==> config.mk <==
export PLATFORM = sky130hd
export DESIGN_NAME = dhcp_message_type_extractor_flat
export DESIGN_NICKNAME = d
export VERILOG_FILES = /design/src/sv/dme_pkg.sv /design/src/sv/dme_if.sv /design/src/sv/dhcp_message_type_extractor.sv /design/src/sv/dme_in_reg.sv /design/src/sv/dme_parser.sv /design/src/sv/dme_out_reg.sv /design/src/flat_wrapper.sv
export SDC_FILE = /design/constraint.sdc
export NUM_CORES = 1
export LEC_CHECK = 0
export ABC_CLOCK_PERIOD_IN_PS = 4200
export BUFFER_PORTS_ARGS = -buffer_cell sky130_fd_sc_hd__buf_2
export CORE_AREA = 2 2 202 204
export CTS_BUF_LIST = sky130_fd_sc_hd__clkbuf_8
export DETAILED_ROUTE_END_ITERATION = 8
export DIE_AREA = 0 0 204 206
export SYNTH_ARGS = -nofsm -noshare
export SYNTH_HDL_FRONTEND = slang
export SYNTH_SLANG_ARGS = --single-unit
==> constraint.sdc <==
create_clock -name clk -period 4.2 [get_ports clk]
set_input_delay 0.21 -clock clk [delete_from_list [all_inputs] [get_ports clk]]
set_output_delay 0.21 -clock clk [all_outputs]
set_load 0.01 [all_outputs]
==> src/sv/dme_pkg.sv <==
// Shared types, constants and a helper function of the DHCP message type extractor.
package dme_pkg;

	localparam int POSITION_WIDTH = 16;
	localparam int OPTIONS_START  = 240;
	localparam int COOKIE_START   = 236;
	localparam int CLIENT_START   = 12;
	localparam int OFFERED_START  = 16;

	localparam logic [7:0] OPT_PAD       = 8'h00;
	localparam logic [7:0] OPT_END       = 8'hFF;
	localparam logic [7:0] OPT_MSG_TYPE  = 8'd53;
	localparam logic [7:0] OP_BOOTREQUEST = 8'd1;

	typedef logic [POSITION_WIDTH-1:0] pos_t;

	typedef enum logic [1:0] {
		PH_CODE = 2'd0,
		PH_LEN  = 2'd1,
		PH_DATA = 2'd2,
		PH_DONE = 2'd3
	} phase_t;

	typedef enum logic [1:0] {
		ST_TRUNCATED = 2'd0,
		ST_NO_COOKIE = 2'd1,
		ST_DHCP_TYPE = 2'd2,
		ST_NO_TYPE   = 2'd3
	} status_t;

	typedef struct packed {
		logic [7:0] data_byte;
		logic       last;
	} beat_t;

	typedef struct packed {
		status_t     status;
		logic        is_request;
		logic [31:0] client_addr;
		logic [31:0] your_addr;
		logic [7:0]  message_type;
		logic [15:0] payload_length;
	} result_t;

	// Magic cookie byte for the given offset within the four cookie bytes.
	function automatic logic [7:0] cookie_byte(input logic [1:0] idx);
		logic [7:0] b;
		case (idx)
			2'd0: b = 8'h63;
			2'd1: b = 8'h82;
			2'd2: b = 8'h53;
			2'd3: b = 8'h63;
			default: b = 8'h63;
		endcase
		return b;
	endfunction

endpackage

==> src/sv/dme_if.sv <==
// Valid/ready channel interfaces for payload bytes and parse results.
interface dme_in_if;
	import dme_pkg::*;
	logic       valid;
	logic       ready;
	logic [7:0] data_byte;
	logic       last;

	modport source (output valid, output data_byte, output last, input ready);
	modport sink (input valid, input data_byte, input last, output ready);
endinterface

interface dme_out_if;
	import dme_pkg::*;
	logic        valid;
	logic        ready;
	logic [1:0]  status;
	logic        is_request;
	logic [31:0] client_addr;
	logic [31:0] your_addr;
	logic [7:0]  message_type;
	logic [15:0] payload_length;

	modport source (output valid, output status, output is_request, output client_addr,
		output your_addr, output message_type, output payload_length, input ready);
	modport sink (input valid, input status, input is_request, input client_addr,
		input your_addr, input message_type, input payload_length, output ready);
endinterface

==> src/sv/dhcp_message_type_extractor.sv <==
// Top level of the streaming DHCP message type extractor.
//
// Usage: in_beat carries a UDP application payload one byte per beat, with
// last set on the final byte. For every payload exactly one result beat
// leaves on out_beat: status, request flag, client and offered addresses,
// the DHCP message type and the payload length.
// Throughput: one byte per cycle, including back-to-back payloads, unless a last
// byte waits for an untaken result; a new payload may start in the cycle after the previous last byte.
// The edge that moves the last byte out of the input register also loads
// the result register, from which a ready receiver takes the result beat.
// Each byte passes through the input register, is parsed by short logic
// against the running state, and on the last byte the result is registered.
// Stall: while a result waits in the output register, further non-final
// bytes still flow into the parser; only a second final byte is held in
// the input register, and in_beat.ready drops once that register is full.
// Reset: arst_n clears both valid flags and returns the parse state to its
// start-of-payload values; no result is pending after reset.
module dhcp_message_type_extractor
	import dme_pkg::*;
(
	input  logic      clk,
	input  logic      arst_n,
	dme_in_if.sink    in_beat,
	dme_out_if.source out_beat
);

	logic    valid_s1;
	beat_t   beat_s1;
	logic    advance;
	logic    out_free;
	result_t result;

	// A byte leaves the input register unless it is a last byte that
	// would overwrite an untaken result.
	assign advance = valid_s1 && (!beat_s1.last || out_free);

	dme_in_reg u_in_reg (
		.clk      (clk),
		.arst_n   (arst_n),
		.in_beat  (in_beat),
		.advance  (advance),
		.valid_s1 (valid_s1),
		.beat_s1  (beat_s1)
	);

	dme_parser u_parser (
		.clk     (clk),
		.arst_n  (arst_n),
		.advance (advance),
		.beat_s1 (beat_s1),
		.result  (result)
	);

	dme_out_reg u_out_reg (
		.clk      (clk),
		.arst_n   (arst_n),
		.load     (advance && beat_s1.last),
		.result   (result),
		.free     (out_free),
		.out_beat (out_beat)
	);

endmodule

==> src/sv/dme_in_reg.sv <==
// Input register stage holding one accepted payload byte.
module dme_in_reg
	import dme_pkg::*;
(
	input  logic    clk,
	input  logic    arst_n,
	dme_in_if.sink  in_beat,
	input  logic    advance,
	output logic    valid_s1,
	output beat_t   beat_s1
);

	assign in_beat.ready = !valid_s1 || advance;

	always_ff @(posedge clk or negedge arst_n) begin
		if (!arst_n) begin
			valid_s1 <= 1'b0;
		end else if (in_beat.ready) begin
			valid_s1 <= in_beat.valid;
		end
	end

	always_ff @(posedge clk) begin
		if (in_beat.ready && in_beat.valid) begin
			beat_s1.data_byte <= in_beat.data_byte;
			beat_s1.last      <= in_beat.last;
		end
	end

endmodule

==> src/sv/dme_parser.sv <==
// Per-payload parse state: position count, header capture, cookie check and option walk.
module dme_parser
	import dme_pkg::*;
(
	input  logic    clk,
	input  logic    arst_n,
	input  logic    advance,
	input  beat_t   beat_s1,
	output result_t result
);

	pos_t        pos_q;
	logic        req_q;
	logic [31:0] client_q;
	logic [31:0] offered_q;
	logic        cookie_ok_q;
	phase_t      phase_q;
	logic [7:0]  code_q;
	logic [7:0]  left_q;
	logic [7:0]  type_q;

	pos_t        pos_d;
	logic        req_d;
	logic [31:0] client_d;
	logic [31:0] offered_d;
	logic        cookie_ok_d;
	phase_t      phase_d;
	logic [7:0]  code_d;
	logic [7:0]  left_d;
	logic [7:0]  type_d;

	logic [7:0]  b;
	logic        in_options;
	logic [31:0] count_ext;

	assign b          = beat_s1.data_byte;
	assign in_options = 32'(pos_q) >= 32'(OPTIONS_START);

	// Header fields and the position counter.
	always_comb begin
		req_d       = req_q;
		client_d    = client_q;
		offered_d   = offered_q;
		cookie_ok_d = cookie_ok_q;
		if (pos_q == '0) begin
			req_d = (b == OP_BOOTREQUEST);
		end
		if (32'(pos_q) >= 32'(CLIENT_START) && 32'(pos_q) < 32'(CLIENT_START + 4)) begin
			client_d = {client_q[23:0], b};
		end
		if (32'(pos_q) >= 32'(OFFERED_START) && 32'(pos_q) < 32'(OFFERED_START + 4)) begin
			offered_d = {offered_q[23:0], b};
		end
		if (32'(pos_q) >= 32'(COOKIE_START) && 32'(pos_q) < 32'(COOKIE_START + 4)) begin
			if (b != cookie_byte(pos_q[1:0])) begin
				cookie_ok_d = 1'b0;
			end
		end
		pos_d = (pos_q == '1) ? pos_q : pos_q + 1'b1;
	end

	// Option walk: next phase.
	always_comb begin
		phase_d = phase_q;
		if (in_options) begin
			case (phase_q)
				PH_CODE: begin
					if (b == OPT_END) begin
						phase_d = PH_DONE;
					end else if (b != OPT_PAD) begin
						phase_d = PH_LEN;
					end
				end
				PH_LEN:  phase_d = (b == 8'd0) ? PH_CODE : PH_DATA;
				PH_DATA: phase_d = (left_q == 8'd1) ? PH_CODE : PH_DATA;
				PH_DONE: phase_d = PH_DONE;
				default: phase_d = phase_q;
			endcase
		end
	end

	// Option walk: code, remaining length and captured type.
	always_comb begin
		code_d = code_q;
		left_d = left_q;
		type_d = type_q;
		if (in_options) begin
			case (phase_q)
				PH_CODE: begin
					if (b != OPT_END && b != OPT_PAD) begin
						code_d = b;
					end
				end
				PH_LEN: begin
					if (code_q == OPT_MSG_TYPE && b != 8'd1) begin
						code_d = 8'd0;
					end
					left_d = b;
				end
				PH_DATA: begin
					if (left_q == 8'd1 && code_q == OPT_MSG_TYPE) begin
						type_d = b;
					end
					left_d = left_q - 8'd1;
				end
				PH_DONE: ;
				default: ;
			endcase
		end
	end

	// Result as seen after this byte.
	assign count_ext = 32'(pos_d);

	always_comb begin
		result = '0;
		result.payload_length = (count_ext > 32'h0000_FFFF) ? 16'hFFFF : count_ext[15:0];
		if (count_ext < 32'(OPTIONS_START)) begin
			result.status = ST_TRUNCATED;
		end else begin
			result.is_request  = req_d;
			result.client_addr = client_d;
			result.your_addr   = offered_d;
			if (!cookie_ok_d) begin
				result.status = ST_NO_COOKIE;
			end else if (type_d != 8'd0) begin
				result.status       = ST_DHCP_TYPE;
				result.message_type = type_d;
			end else begin
				result.status = ST_NO_TYPE;
			end
		end
	end

	always_ff @(posedge clk or negedge arst_n) begin
		if (!arst_n) begin
			pos_q       <= '0;
			req_q       <= 1'b0;
			client_q    <= '0;
			offered_q   <= '0;
			cookie_ok_q <= 1'b1;
			phase_q     <= PH_CODE;
			code_q      <= '0;
			left_q      <= '0;
			type_q      <= '0;
		end else if (advance) begin
			if (beat_s1.last) begin
				pos_q       <= '0;
				req_q       <= 1'b0;
				client_q    <= '0;
				offered_q   <= '0;
				cookie_ok_q <= 1'b1;
				phase_q     <= PH_CODE;
				code_q      <= '0;
				left_q      <= '0;
				type_q      <= '0;
			end else begin
				pos_q       <= pos_d;
				req_q       <= req_d;
				client_q    <= client_d;
				offered_q   <= offered_d;
				cookie_ok_q <= cookie_ok_d;
				phase_q     <= phase_d;
				code_q      <= code_d;
				left_q      <= left_d;
				type_q      <= type_d;
			end
		end
	end

endmodule

==> src/sv/dme_out_reg.sv <==
// Result register driving the output channel.
module dme_out_reg
	import dme_pkg::*;
(
	input  logic      clk,
	input  logic      arst_n,
	input  logic      load,
	input  result_t   result,
	output logic      free,
	dme_out_if.source out_beat
);

	logic    valid_q;
	result_t res_q;

	assign free = !valid_q || out_beat.ready;

	always_ff @(posedge clk or negedge arst_n) begin
		if (!arst_n) begin
			valid_q <= 1'b0;
		end else if (free) begin
			valid_q <= load;
		end
	end

	always_ff @(posedge clk) begin
		if (free && load) begin
			res_q <= result;
		end
	end

	assign out_beat.valid          = valid_q;
	assign out_beat.status         = res_q.status;
	assign out_beat.is_request     = res_q.is_request;
	assign out_beat.client_addr    = res_q.client_addr;
	assign out_beat.your_addr      = res_q.your_addr;
	assign out_beat.message_type   = res_q.message_type;
	assign out_beat.payload_length = res_q.payload_length;

endmodule
==> src/flat_wrapper.sv <==
// flat-port wrapper written by rule: the top's interface ports become plain ports
module dhcp_message_type_extractor_flat import dme_pkg::*;
  (clk, arst_n, in_beat_valid, in_beat_data_byte, in_beat_last, in_beat_ready, out_beat_valid, out_beat_status, out_beat_is_request, out_beat_client_addr, out_beat_your_addr, out_beat_message_type, out_beat_payload_length, out_beat_ready);
  dme_in_if in_beat_i ();
  dme_out_if out_beat_i ();
  input  logic clk;
  input  logic arst_n;
  input wire logic [$bits(in_beat_i.valid)-1:0] in_beat_valid;
  input wire logic [$bits(in_beat_i.data_byte)-1:0] in_beat_data_byte;
  input wire logic [$bits(in_beat_i.last)-1:0] in_beat_last;
  output wire logic [$bits(in_beat_i.ready)-1:0] in_beat_ready;
  output wire logic [$bits(out_beat_i.valid)-1:0] out_beat_valid;
  output wire logic [$bits(out_beat_i.status)-1:0] out_beat_status;
  output wire logic [$bits(out_beat_i.is_request)-1:0] out_beat_is_request;
  output wire logic [$bits(out_beat_i.client_addr)-1:0] out_beat_client_addr;
  output wire logic [$bits(out_beat_i.your_addr)-1:0] out_beat_your_addr;
  output wire logic [$bits(out_beat_i.message_type)-1:0] out_beat_message_type;
  output wire logic [$bits(out_beat_i.payload_length)-1:0] out_beat_payload_length;
  input wire logic [$bits(out_beat_i.ready)-1:0] out_beat_ready;
  assign in_beat_i.valid = in_beat_valid;
  assign in_beat_i.data_byte = in_beat_data_byte;
  assign in_beat_i.last = in_beat_last;
  assign in_beat_ready = in_beat_i.ready;
  assign out_beat_valid = out_beat_i.valid;
  assign out_beat_status = out_beat_i.status;
  assign out_beat_is_request = out_beat_i.is_request;
  assign out_beat_client_addr = out_beat_i.client_addr;
  assign out_beat_your_addr = out_beat_i.your_addr;
  assign out_beat_message_type = out_beat_i.message_type;
  assign out_beat_payload_length = out_beat_i.payload_length;
  assign out_beat_i.ready = out_beat_ready;
  dhcp_message_type_extractor u_core (.clk(clk), .arst_n(arst_n), .in_beat(in_beat_i), .out_beat(out_beat_i));
endmodule
* Yosys cells after proc, flatten, opt, wreduce, memory -nomap -nowiden *
Index checks and enable logic that the tools add are counted.

storage, ports and cells
  word-level logic and storage cells = 115
  flip-flop bits (word level) = 210
  memory bits (writable) = 0
  bits in read-only memories = 0
  input port bits = 13
  memories = 0
  latch bits = 0

cells by class
  shifts and indexed selects = 0
  $add $sub $neg = 2
  bitwise gates (word level) = 2
  div/mod/pow operators = 0
  multipliers = 0
  order comparisons = 9
  reduce and logical (&&, ||, !) cells = 31
  equal/unequal tests = 17
  muxes and demuxes = 34

operator list
  cell                   count
  $mux 32                4
  $mux 8                 11
  $ge 16x8->1 const B    2
  $lt 16x5->1 const B    2
  $lt 16x8->1 const B    2
  $mux 16                2
  $pmux 8 s2             2
  $pmux 8 s3             1
  $add 16x1->16 const B  1
  $eq 16x16->1 const B   1
  $eq 8x1->1 const B     2
  $ge 16x4->1 const B    1
  $ge 16x5->1 const B    1
  $gt 16x16->1 const B   1
  $logic_not 16->1       1
  $reduce_bool 8->1      2
  $mux 2                 6
  $logic_and 1x1->1      10
  $eq 2x2->1 const B     4
  $eq 8x6->1 const B     1
  $eq 8x8->1 const B     1
  $logic_not 8->1        1
  $ne 8x1->1 const B     1
  $ne 8x8->1             1
  other kinds (17)       34

* Logic depth before layout (Yosys ltp) *
  depth after elaboration = 9
  mapped depth = 10
  depth with buffers taken out = 8

* Cells and area by module *
Synthesis repeated with hierarchy kept, for this count alone.

second synthesis, totals
  cell total of the unflattened synthesis = 833
  area total of the unflattened synthesis = 9437.8 µm²

modules (own cells, without submodules)
  module                       area an instance (µm²)  times used  cells each
  dme_parser                   6308.6                  1           722
  dme_out_reg                  2786.4                  1           95
  dme_in_reg                   324.1                   1           13
  dhcp_message_type_extractor  18.8                    1           3

* Worst setup path before layout *
OpenSTA, ideal clock, no wires.

  kind = flip-flop to flip-flop
  start point = reg u_core.u_in_reg.beat_s1[0] (netlist name)
  end point = reg u_core.u_out_reg.res_q, in the netlist u_core.u_out_reg.out_beat.client_addr[0], enable pin
  setup slack = 0.820 ns
  stages on the path, launching flop included = 6
  path buffers = 3
  arrival = 2.936 ns
  required time = 3.756 ns
  cell sequence = edfxtp_1 -> clkbuf_1 -> clkbuf_1 -> nand2_1 -> clkbuf_1 -> inv_1

between the ends
  cells in the longest elaborated chain, start to end = 5

RTL lines
  what                    line                               RTL
  $logic_not 1->1         dhcp_message_type_extractor.sv:35  assign advance = valid_s1 && (!beat_s1.last || out_free);
  $logic_or 1x1->1        dhcp_message_type_extractor.sv:35
  $logic_and 1x1->1       dhcp_message_type_extractor.sv:35
  $logic_and 1x1->1 *     dhcp_message_type_extractor.sv:57  .load (advance && beat_s1.last),
  $logic_and 1x1->1 *     dme_out_reg.sv:27                  if (free && load) begin
  end signal: assignment  dme_out_reg.sv:28                  res_q <= result;
  end: declaration        dme_out_reg.sv:14                  result_t res_q;

Every way passes the cells marked *; elsewhere a longest branch is shown, timed or not.
A chain may end at the register's enable or synchronous reset.

* Worst setup path after layout *
  start point = reg u_core.u_parser.pos_q[0]
  end point = reg u_core.u_out_reg.res_q, in the netlist u_core.u_out_reg.out_beat.message_type[1], data pin

RTL lines
  what                                                  line               RTL
  start: declaration                                    dme_parser.sv:12   pos_t pos_q;
  start signal: assignment                              dme_parser.sv:158  pos_q <= pos_d;
  $add 16x1->16 / $eq 16x16->1 (equally long branches)  dme_parser.sv:59   pos_d = (pos_q == '1) ? pos_q : pos_q + 1'b1;
  $mux 16 *                                             dme_parser.sv:59
  net u_core.u_parser.pos_d[8]                          dme_parser.sv:22   pos_t pos_d;
  $lt 16x8->1 *                                         dme_parser.sv:118  if (count_ext < 32'(OPTIONS_START)) begin
  $reduce_or 3->1 (no source line) *                    -

The timed path passes the listed nets; every way through them passes the cells marked *. The select of a mux whose other input is x is not followed.

==> results.txt <==
Pins Over Slew Limit = 0
Global route total overflow = 0
Crit Path Class = flip-flop to flip-flop
Tot Pwr = 5.39 mW
Clk Latency, worst-skew pair = 0.53 ns
P&R area growth vs syn = 19.7%
Main synth FF type = dfrtp_1
Syn Inst Count = 978
Worst min path class = input port to async pin
Fraction of layout cells with a size suffix above 1 = 17.2%
Max Fclk = 303 MHz
Crit path to = u_core.u_out_reg.out_beat.message_type[1]
Root Driver = clkbuf_8
Hold slack = 0.316 ns
Num Clock Sinks = 210
Synth unique cells = 55
CTS tree = done
Reg clk slew, reported paths = 0.06 ns
Seq/Total Area, Yosys = 58.2%
Pwr Density = 455 nW/um^2
Ports = 106
Tot GR Track Use = 12.9%
Reg2reg path depth = 8
Library cell with the largest summed area after synthesis = edfxtp_1
Tcrit/Tclk final = 78.5%
Final hold vios = 0
1st-iter DRT viols = 600
ANT cells = 0
Crit path launch = u_core.u_parser.pos_q[0]
Synth Cell Area = 9890 um^2
Crit end category = flip-flop
Area share of the largest cell type after synthesis = 30.4%
Period minus WS final = 3.30 ns
Area of the multi-input gates = 3770 um^2
Critical path required time = 4.46 ns
Max FO, Critical Path = 24
Die footprint = 42,000 um^2
Startpoint types = flip-flop
Fin nets = 1,108
Die width = 204 um
RSZ-0062 raised after global routing = no
Chip Height = 206 um
Static leakage = 4.77 nW
Slew HR = 22.3%
Wire length per cell = 16.5 um
R2R Path End = u_core.u_out_reg.out_beat.message_type[1]
Largest net degree at the start of global routing = 84
Final wirelength = 27,100 um
Tightest Pin Transition = 1.15 ns
Syn. warnings = 0
Reg2reg setup slack = 0.90 ns
Antenna-violating nets left = 0
Initial DRT Pass Iterations = 5
CP arrival = 3.56 ns
First-pass GRT wire length = 43,100 um
H-tree level count = 2
Vias in the first global route = 7,616
Register area = 5760 um^2
Clock Skew = 0.0289 ns
DP HPWL = 17,600 um
Largest cells by area after synthesis = edfxtp_1 30%, dfrtp_1 28%, nand2_1 9.1%
Post-synth ARST share = 52.4%
Fill cell count = 4,223
EDFF count, synth = 100
Vias = 7,704
Initial antenna violation count = 0
FF-to-FF Start = u_core.u_parser.pos_q[0]
FP Rows = 74
VDD IR-drop max = 0.168 mV
Clock Tree Buf Depth = 3
Average vias per placed instance = 4.68
Yosys reg bits = 210
Num CTS Buffers = 39
Mean Syn Cell Area = 10.1 um^2
Syn Nets = 1,001
Number of max-cap violations = 0
Initial Utilization = 24.6%
Final setup fails = 0
Core footprint = 40,200 um^2
PortBufs = 105
Post-Route Setup TNS = 0 ns
GPL Wtd Cong = 0.815
DRC viols = 0
Outcome = finished clean
-- metrics by stage --
| stage | utilization [%] | setup slack [ns] | cell area [um^2] | cells |
|---|---|---|---|---|
| floorplan | - | 0.820 | 9890 | 978 |
| global placement | 27.2 | 0.976 | 10900 | 1564 |
| detailed placement | 27.2 | 0.908 | 10900 | 1564 |
| CTS | 29.5 | 0.891 | 11800 | 1646 |
| global route | 29.5 | 0.641 | 11800 | 1646 |
| finish | 29.5 | 0.902 | 11800 | 1646 |
-- critical path, cell delays in order, from the launching register on --
cell,delay [ns]
dfrtp_1,0.51
ha_1,0.31
nand3_1,0.25
nor2_1,0.18
mux2_2,0.37
nand4b_1,0.24
nor4b_4,0.62
buf_4,0.41
nor3_1,0.11
-- routing by layer --
metal  GRT usage [%]  share of wire [%]  vias up  wire, um
met5               0                  0        -         0
met4            4.17                2.2        0       601
met3            2.46                4.8       40      1320
met2            21.0                 48      188     12900
met1            17.4                 45     3795     12300
li1                -                  -     3681         -
-- cell families after synthesis --
group	count (synthesis)	synth area share (%)
adders and majority gates	10	1.26
and+or+nand+nor	361	16.4
xor gates and xnor gates	12	1.14
muxes	23	2.38
AOI/OAI and AO/OA	276	16.7
buffers and inverters	86	3.93
DFF	210	58.2
-- registers in the layout, indices dropped and copies added (netlist names) --
register,flops
u_core.u_out_reg.out_beat.status,2
u_core.u_parser.cookie_ok_q,1
u_core.u_out_reg.out_beat.is_request,1
u_core.u_parser.code_q,8
u_core.u_parser.client_q,32
u_core.u_parser.req_q,1
u_core.u_out_reg.out_beat.client_addr,32
u_core.u_parser.type_q,8
u_core.u_parser.offered_q,32
u_core.u_out_reg.out_beat.valid,1
u_core.u_parser.left_q,8
u_core.u_parser.phase_q,2
u_core.u_in_reg.valid_s1,1
u_core.u_out_reg.out_beat.message_type,8
u_core.u_out_reg.out_beat.your_addr,32
u_core.u_parser.pos_q,16
u_core.u_in_reg.beat_s1,9
u_core.u_out_reg.out_beat.payload_length,16
-- how the worst min path moves through the flow --
| stage | start | to | slack [ns] | cells after the start |
|---|---|---|---|---|
| floorplan | arst_n | u_core.u_in_reg.valid_s1 | -0.09 | 0 |
| global placement | arst_n | u_core.u_parser.offered_q[28] | 0.32 | 1 |
| detailed placement | arst_n | u_core.u_parser.offered_q[28] | 0.33 | 1 |
| CTS | arst_n | u_core.u_parser.offered_q[26] | 0.34 | 2 |
| global route | arst_n | u_core.u_parser.offered_q[13] | 0.36 | 2 |
| finish | arst_n | u_core.u_parser.offered_q[13] | 0.32 | 2 |
-- cell usage in the layout (no fill, tap or decap), types with 4 or more instances in the layout --
master	count
mux2i_1	19
o31ai_1	6
o21ai_0	82
xnor2_1	10
inv_1	33
edfxtp_1	100
a31oi_1	6
dfrtp_1	109
nor2b_1	4
nand2b_1	5
nand4_1	10
clkbuf_8	46
nor2_1	34
a21boi_0	63
nand3_1	12
a21oi_1	73
ha_1	10
nand2_1	240
and2_1	4
a22o_1	13
dlygate4sd3_1	12
buf_4	18
nor3_1	15
nor4_1	6
buf_2	104
o21ai_1	20
-- layout make-up --
class                   count  area share [%]
well taps                 532            5.62
flip-flops and latches    210            48.6
multi-input cells         682            31.9
clock buffers              46            5.34
clock inverters            24            1.31
inverters                  17           0.549
repair buffers            135            6.72
-- Yosys cell counts, types with 2 or more instances --
| library cell | instances |
|---|---|
| nor4bb_1 | 2 |
| mux2i_1 | 19 |
| nor3b_1 | 3 |
| o21ai_0 | 82 |
| nor4_1 | 7 |
| buf_6 | 5 |
| and3_1 | 3 |
| or4_1 | 2 |
| clkbuf_1 | 43 |
| nand2_1 | 241 |
| o21a_1 | 2 |
| nor4_2 | 2 |
| nor3_1 | 16 |
| nor2b_1 | 4 |
| dfrtp_1 | 109 |
| a21boi_1 | 2 |
| buf_2 | 20 |
| a31oi_1 | 6 |
| mux2_2 | 3 |
| nand2b_1 | 5 |
| and2_1 | 4 |
| and4_1 | 3 |
| ha_1 | 10 |
| o21ai_1 | 20 |
| a21boi_0 | 63 |
| or3_1 | 3 |
| nand3_1 | 12 |
| o211ai_1 | 2 |
| a21oi_1 | 73 |
| nand4_2 | 2 |
| nand4_1 | 10 |
| nor2_1 | 34 |
| edfxtp_1 | 100 |
| inv_1 | 17 |
| xnor2_1 | 10 |
| o31ai_1 | 6 |
| nand4b_1 | 3 |
| a22o_1 | 13 |
-- what timing repair did --
item | 4_1_cts | 5_1_grt
buffers inserted | 0 | 0
gates resized for setup | 0 | 0
hold buffers | 12 | 0
endpoints found under the hold margin | 62 | 0
-- power breakdown --
group	internal [mW]	switching, mW	total, mW
Clock	1.12	0.870	1.99
Sequential	2.41	0.242	2.65
Combinational	0.300	0.454	0.754
Total	3.83	1.56	5.39
Note: power is estimated with default switching activity, not from simulation.
